**src/rtl/lpcm_queue.sv**
```systemverilog
module lpcm_queue #(
  parameter int WIDTH = 8,
  parameter int DEPTH = 4,
  localparam int AW = $clog2(DEPTH)
) (
  input  logic             clk,
  input  logic             rst,
  input  logic             push,
  input  logic [WIDTH-1:0] wr_data,
  output logic             full,
  input  logic             pop,
  output logic [WIDTH-1:0] rd_data,
  output logic             empty
);

  logic [WIDTH-1:0] mem [DEPTH];
  logic [AW-1:0]    wr_ptr, rd_ptr;
  logic [AW:0]      count;
  logic             do_wr, do_rd;

  assign full  = count == (AW+1)'(DEPTH);
  assign empty = count == '0;
  assign do_wr = push && !full;
  assign do_rd = pop && !empty;

  always_ff @(posedge clk) begin
    if (do_wr) begin
      mem[wr_ptr] <= wr_data;
    end
    if (do_rd) begin
      rd_data <= mem[rd_ptr];
    end
  end

  always_ff @(posedge clk) begin
    if (rst) begin
      wr_ptr <= '0;
      rd_ptr <= '0;
      count  <= '0;
    end else begin
      if (do_wr) begin
        wr_ptr <= (wr_ptr == AW'(DEPTH - 1)) ? '0 : wr_ptr + AW'(1);
      end
      if (do_rd) begin
        rd_ptr <= (rd_ptr == AW'(DEPTH - 1)) ? '0 : rd_ptr + AW'(1);
      end
      count <= count + (AW+1)'(do_wr) - (AW+1)'(do_rd);
    end
  end

endmodule

```
**config.mk**
```make
export PLATFORM = sky130hd
export DESIGN_NAME = lpcm_queue
export DESIGN_NICKNAME = d
export VERILOG_FILES = /design/src/rtl/lpcm_queue.sv
export SDC_FILE = /design/constraint.sdc
export NUM_CORES = 1
export LEC_CHECK = 0
export BUFFER_PORTS_ARGS = -buffer_cell sky130_fd_sc_hd__buf_2
export CAP_MARGIN = 20
export CORE_MARGIN = 3
export CORE_UTILIZATION = 55
export CTS_CLUSTER_DIAMETER = 50
export DETAILED_ROUTE_END_ITERATION = 16
export PLACE_DENSITY_LB_ADDON = 0.2
export SETUP_SLACK_MARGIN = 0.4
export SLEW_MARGIN = 20
export SYNTH_ARGS = -nofsm -noshare
export SYNTH_HDL_FRONTEND = slang
export SYNTH_SLANG_ARGS = --single-unit
```
**constraint.sdc**
```tcl
create_clock -name clk -period 4.7 [get_ports clk]
set_input_delay 0.705 -clock clk [delete_from_list [all_inputs] [get_ports clk]]
set_output_delay 0.705 -clock clk [all_outputs]
set_load 0.02 [all_outputs]
```
==> impl_metrics.csv, run 1 <==
group,metric,value,unit
power,power.density,489,nW/µm²
route,wire_per_inst,17.0,µm
synthesis,synth_top_area_share,65.4,%
place,place.gp.congestion,0.695,
die,coreArea,3130,µm²
clock_network,cts.clk_slew.worst_paths,0.12,ns
outcome,status,"complete, no violations",
flow_run,drv_cap,0,
clock_network,cts_tree,"done",
cells_and_area,layoutNonFillerInstCount,168,
clock_network,ctsResizeCount,0,
sta,fin_crit_sh,55.0,%
clock_network,clock_tree.buffer_depth,2,
synthesis,synth_nets,118,
clock_network,holdBufCountCts,0,
grt,grtUsageTotal,16.3,%
die,die_width,63.8,µm
sta,rsz0062_at_grt,"no",
sta,finalSetupViolations,0,
route,vias,905,
clock_network,clock_sinks,47,
synthesis,synth_cells,98,
grt,grt_antenna_before_repair,0,
place,port_buffers,21,
clock_network,root_buffer,"clkbuf_4",
route,drt_iter0_drc,42,
die,io_pins,22,
synthesis,synthTopCellsByArea,"edfxtp_1 65%, mux4_2 9.8%, dfxtp_1 7.6%",
hold_path,holdCritPathClass,"in2reg",
die,die_h,63.8,µm
route,routed_wl,2850,µm
die,start_util,58.8,%
sta,setup_tns,0,ns
worst_setup_path,startpoint_type,"flop",
sta,relSlewSlack,56.5,%
clock_network,cts_buffers,5,
clock_network,worstSkewPairLatency,0.34,ns
cells_and_area,final_common_cell,"edfxtp_1",
place,place_hpwl,2030,µm
place,place_inst,160,
cells_and_area,syn_to_final_growth,10.3,%
route,ant_nets,0,
route,drc,0,
sta,worstMarginPinSlew,0.652,ns
worst_setup_path,worstPathRequired,4.95,ns
die,num_rows,20,
worst_setup_path,arrival,2.84,ns
worst_setup_path,cp-end-kind,"flop",
power,ir_worst_vdd,0.000241,V
worst_setup_path,criticalPathCategory,"reg2reg",
cells_and_area,drive_gt1_share,30.6,%
cells_and_area,nets,143,
sta,slew_violations,0,
clock_network,post_cts_buffers,0,
route,dr.pass1.iters,4,
cells_and_area,fillers,227,
sta,clock_skew,0.00585,ns
grt,grt_pass1_wl,4740,µm
sta,hold_viol,0,
synthesis,syn_area_per_cell,18.8,µm²
synthesis,yosysWarnings,0,
cells_and_area,final_cell_mix,"40 x edfxtp_1, 21 x buf_2, 8 x inv_1, 8 x mux4_2",
cells_and_area,num_antenna_cells,0,
power,leakage,0.751,nW
clock_network,htreeDepth,2,
grt,grt_overflow,0,
synthesis,yosysTopAreaCell,"edfxtp_1",
synthesis,synth_seq_cells,47,
grt,grt_max_degree,14,
worst_setup_path,crit_path_max_fanout,9,
synthesis,syn_area,1840,µm²
route,viasPerCell,5.39,
synthesis,synth_cell_types,25,
grt,grt_pass1_vias,899,
sta,fmax,387,MHz
sta,fin_crit,2.59,ns
die,die-area,4070,µm²
synthesis,ys_seq_area_share,73.0,%
-- critical path: stages, from the launching register on --
cell and delay (ns):
dfxtp_1 0.37, o31ai_1 0.47, inv_1 0.32, ha_1 0.36
inv_1 0.04, ha_1 0.18, fa_1 0.39, xnor2_1 0.19
xnor2_1 0.13, nor2_1 0.05
-- cell families (layout without fill, tap and decap cells) --
group | after synthesis | in the layout | synth area share [%]
simple gates | 16 | 16 | 5.11
mux | 9 | 9 | 10.3
xor+xnor | 2 | 2 | 0.953
buf+inv | 11 | 37 | 2.72
flops | 47 | 47 | 73.0
compound gates | 5 | 5 | 2.04
fa+ha+maj | 8 | 8 | 5.85
-- power breakdown --
| part | switching, W | internal (W) | leakage, nW |
|---|---|---|---|
| Combinational | 0.000130 | 0.000111 | 0.296 |
| Clock | 0.000115 | 0.0000585 | 0.0293 |
| Sequential | 0.0000455 | 0.000533 | 0.426 |
| Total | 0.000290 | 0.000703 | 0.751 |
-- sequential cells by signal, summed over array words and instances (netlist names) --
name,flops
rd_data,8
count,3
mem,32
rd_ptr,2
wr_ptr,2
-- per-layer routing --
layer	vias up	part of all wire, %	global-route usage (%)
met3	4	5.4	5.98
met5	-	0	0
li1	422	-	-
met4	0	0.84	4.85
met1	455	43	21.1
met2	24	51	25.7
-- final timing paths --
kind | startpoint | endpoint | slack, ns | cells past startpoint
hold reg to reg | count[2] | count[2] | 0.57 | 2
hold / removal | wr_data[5] | mem[0][5] | 0.57 | 1
setup reg to reg | count[1] | count[2] | 2.11 | 9
setup / recovery | count[1] | count[2] | 2.11 | 9
-- stage by stage --
step	power (W)	area, µm²	worst slack [ns]	hold WS [ns]	util [%]
final	0.000993	2030	2.11	0.569	64.8
after global routing	0.00106	2030	1.84	0.535	64.8
after CTS	0.00101	2030	2.07	0.550	64.8
after detailed placement	0.000837	1980	1.96	0.559	63.2
after global placement	0.000823	1980	2.09	0.542	63.2
after floorplan	0.000764	1840	2.29	0.519	-
-- synth_stat cells --
| cell | n |
|---|---|
| buf_6 | 1 |
| mux2i_1 | 1 |
| nand3_1 | 2 |
| nand2_1 | 1 |
| a21o_1 | 1 |
| or3b_1 | 1 |
| o31ai_2 | 1 |
| buf_1 | 1 |
| o31ai_1 | 1 |
| fa_1 | 1 |
| nor2b_1 | 2 |
| mux4_2 | 8 |
| buf_2 | 1 |
| or3_1 | 1 |
| and3_2 | 1 |
| edfxtp_1 | 40 |
| and2_4 | 1 |
| dfxtp_1 | 7 |
| ha_1 | 7 |
| inv_1 | 8 |
| nor2_1 | 2 |
| a21oi_1 | 2 |
| and3_1 | 3 |
| nor3_1 | 2 |
| xnor2_1 | 2 |
-- area by class of cell --
class                           instances  area, µm²  share of cell area (%)
Inverter                                8       30.0                    1.48
Multi-Input combinational cell         40        447                    22.0
Clock buffer                            7       45.0                    2.22
Clock inverter                          1       5.00                   0.247
Sequential cell                        47       1340                    66.1
Timing Repair Buffer                   21        105                    5.18
Tap cell                               44       55.1                    2.71
Note: power is estimated with default switching activity, not from simulation.
==> inputs of run 2 (changes only) <==
--- a/config.mk
+++ b/config.mk
@@ -5,6 +5,7 @@
 export SDC_FILE = /design/constraint.sdc
 export NUM_CORES = 1
 export LEC_CHECK = 0
+export ABC_AREA = 1
 export BUFFER_PORTS_ARGS = -buffer_cell sky130_fd_sc_hd__buf_2
 export CAP_MARGIN = 20
 export CORE_MARGIN = 3
==> constraint.sdc (replaced) <==
create_clock -name clk -period 2.5 [get_ports clk]
set_input_delay 0.375 -clock clk [delete_from_list [all_inputs] [get_ports clk]]
set_output_delay 0.375 -clock clk [all_outputs]
set_load 0.02 [all_outputs]
==> run 2 against run 1 <==
Fmax up 32%. Highest routed layer unchanged. Non-clock buffer count up 5. Global-route usage up 1.0 points. Largest cell class unchanged. Synthesized cell count up 54%. Clock power rose to 2.6 times the previous value. Setup slack worse by 1.6 ns. Sequential power up 95%. Clock skew up 0.011 ns.
==> impl_metrics.csv, run 2 <==
group,metric,value,unit
outcome,status,"complete, no violations",
clock_network,cts_buffers,5,
synthesis,synth_nets,171,
worst_setup_path,criticalPathCategory,"reg2reg",
cells_and_area,top_regs,"mem (32), rd_data (8), count (3)",
clock_network,cts_tree,"done",
cells_and_area,top_register,"mem",
sta,hold_viol,0,
synthesis,syn_area_per_cell,12.6,µm²
die,coreArea,3180,µm²
worst_setup_path,crit_chain,"nor2_2 -> nand2_2 -> nand2_2 -> clkinvlp_4 -> ha_1 -> inv_1 -> ha_1 -> fa_1 -> inv_1 -> nor2_1",
grt,grt_pass1_wl,5310,µm
sta,fmax,510,MHz
cells_and_area,largest_reg_flops,32,
place,place_inst,216,
synthesis,synth_seq_cells,47,
synthesis,synth_top_area_share,63.0,%
cells_and_area,syn_to_final_growth,13.0,%
sta,slew_violations,0,
synthesis,synth_most_common_cell,"edfxtp_1",
sta,rsz0062_at_grt,"no",
synthesis,synthTopCellsByArea,"edfxtp_1 63%, dfxtp_1 7.3%, nor2_1 6.3%",
die,num_rows,20,
worst_setup_path,crit_path_max_fanout,4,
clock_network,clock_sinks,47,
place,port_buffers,21,
die,io_pins,22,
synthesis,ys_seq_area_share,70.3,%
grt,grt_antenna_before_repair,0,
synthesis,syn_area,1910,µm²
grt,grtUsageTotal,17.3,%
hold_path,whs_path_depth,2,
die,die_width,64.9,µm
cells_and_area,drive_gt1_share,22.7,%
power,leakage,0.848,nW
clock_network,htreeDepth,2,
route,viasPerCell,5.16,
flow_run,drv_cap,0,
synthesis,synth_cell_types,19,
sta,setup_tns,0,ns
synthesis,yosysTopAreaCell,"edfxtp_1",
power,power,0.00227,W
route,dr.pass1.iters,4,
route,ant_nets,0,
worst_setup_path,ff2ff_path_depth,10,
place,place_hpwl,2240,µm
clock_network,cts.clk_slew.worst_paths,0.12,ns
cells_and_area,final_util,67.9,%
grt,grt_max_degree,20,
route,drc,0,
grt,grt_pass1_vias,1185,
sta,relSlewSlack,49.7,%
hold_path,holdCritPathClass,"in2reg",
synthesis,yosys-top-cells-count,"40 x edfxtp_1, 32 x nor2_1, 17 x inv_1",
clock_network,clock_tree.buffer_depth,2,
worst_setup_path,arrival,2.25,ns
power,ir_worst_vdd,0.000450,V
sta,clock_skew,0.0170,ns
sta,worstMarginPinSlew,0.753,ns
grt,grt_overflow,0,
cells_and_area,final_common_cell,"edfxtp_1",
place,place.gp.congestion,0.683,
synthesis,ys_async_sr_fraction,0,%
sta,finalSetupViolations,0,
clock_network,holdBufCountCts,0,
die,start_util,60.0,%
worst_setup_path,startpoint_type,"flop",
worst_setup_path,worstPathRequired,2.79,ns
synthesis,synth_edf_count,40,
cells_and_area,fillers,257,
route,drt_iter0_drc,49,
worst_setup_path,crit_path_max_incr_delay,0.49,ns
clock_network,root_buffer,"clkbuf_4",
die,die-area,4210,µm²
worst_setup_path,slowest_stage,"fa_1",
sta,fin_crit,1.96,ns
synthesis,synth_cells,151,
cells_and_area,layoutNonFillerInstCount,225,
route,routed_wl,3230,µm
synthesis,yosysWarnings,0,
cells_and_area,num_antenna_cells,0,
worst_setup_path,cp-end-kind,"flop",
power,power.density,1050,nW/µm²
cells_and_area,final_cell_mix,"40 x edfxtp_1, 32 x nor2_1, 21 x buf_2, 16 x inv_1, 14 x o21ai_0",
synthesis,ys.flop_type,"edfxtp_1",
die,die_h,64.9,µm
route,vias,1162,
cells_and_area,nets,200,
route,wire_per_inst,14.3,µm
clock_network,worstSkewPairLatency,0.36,ns
sta,fin_crit_sh,78.5,%
-- run 2: timing repair --
item | CTS | global route
setup endpoints to repair | 2 | 2
gates resized for setup | 1 | 1
endpoints found under the hold margin | 0 | 0
setup buffers | 1 | 0
pin swaps | 0 | 0
-- run 2: metrics by stage --
step | hold slack, ns | setup WS [ns] | instance area (µm²)
4_1_cts | 0.185 | 0.499 | 2150
3_5_place_dp | 0.546 | 0.402 | 2060
3_3_place_gp | 0.531 | 0.511 | 2060
2_1_floorplan | 0.446 | 0.610 | 1910
5_1_grt | 0.201 | 0.406 | 2160
6_report | 0.199 | 0.538 | 2160
-- run 2: power breakdown --
group / switching [W] / internal, W
registers: 0.000100 / 0.00103
clock network: 0.000232 / 0.000214
logic: 0.000443 / 0.000250
-- run 2: critical path, delay by kind of cell (launching register included) --
kind | cells | cell delay [ns]
adders and majority gates | 3 | 0.94
and+or+nand+nor | 4 | 0.44
DFF | 1 | 0.36
buffers and inverters | 3 | 0.18
-- run 2: layout make-up --
class / count / area (µm²) / area share [%]
flip-flops and latches: 47 / 1340 / 62.2
multi-input cells: 82 / 458 / 21.2
repair buffers: 26 / 143 / 6.61
inverters: 18 / 76.3 / 3.54
well taps: 44 / 55.1 / 2.55
clock inverters: 3 / 46.3 / 2.15
clock buffers: 5 / 37.5 / 1.74
-- run 2: layer usage --
| metal | wire length, µm | global-route usage, % | vias up |
|---|---|---|---|
| li1 | - | - | 579 |
| met2 | 1630 | 28.9 | 35 |
| met3 | 203 | 4.16 | 5 |
| met1 | 1360 | 21.1 | 543 |
| met5 | 0 | 0 | - |
| met4 | 44 | 7.92 | 0 |
-- run 2: kinds of logic after synthesis --
kind of cell,Yosys count,synth area share [%]
compound gates,26,7.34
xor+xnor,1,0.459
fa+ha+maj,8,5.64
buf+inv,22,5.84
flops,47,70.3
simple gates,47,10.4
-- run 2: path summary, 6_finish.rpt --
kind                   from         to  slack [ns]
setup / recovery   count[1]   count[1]        0.54
hold / removal          rst   count[0]        0.20
setup reg to reg   count[1]   count[1]        0.54
hold reg to reg   wr_ptr[1]  wr_ptr[1]        0.56
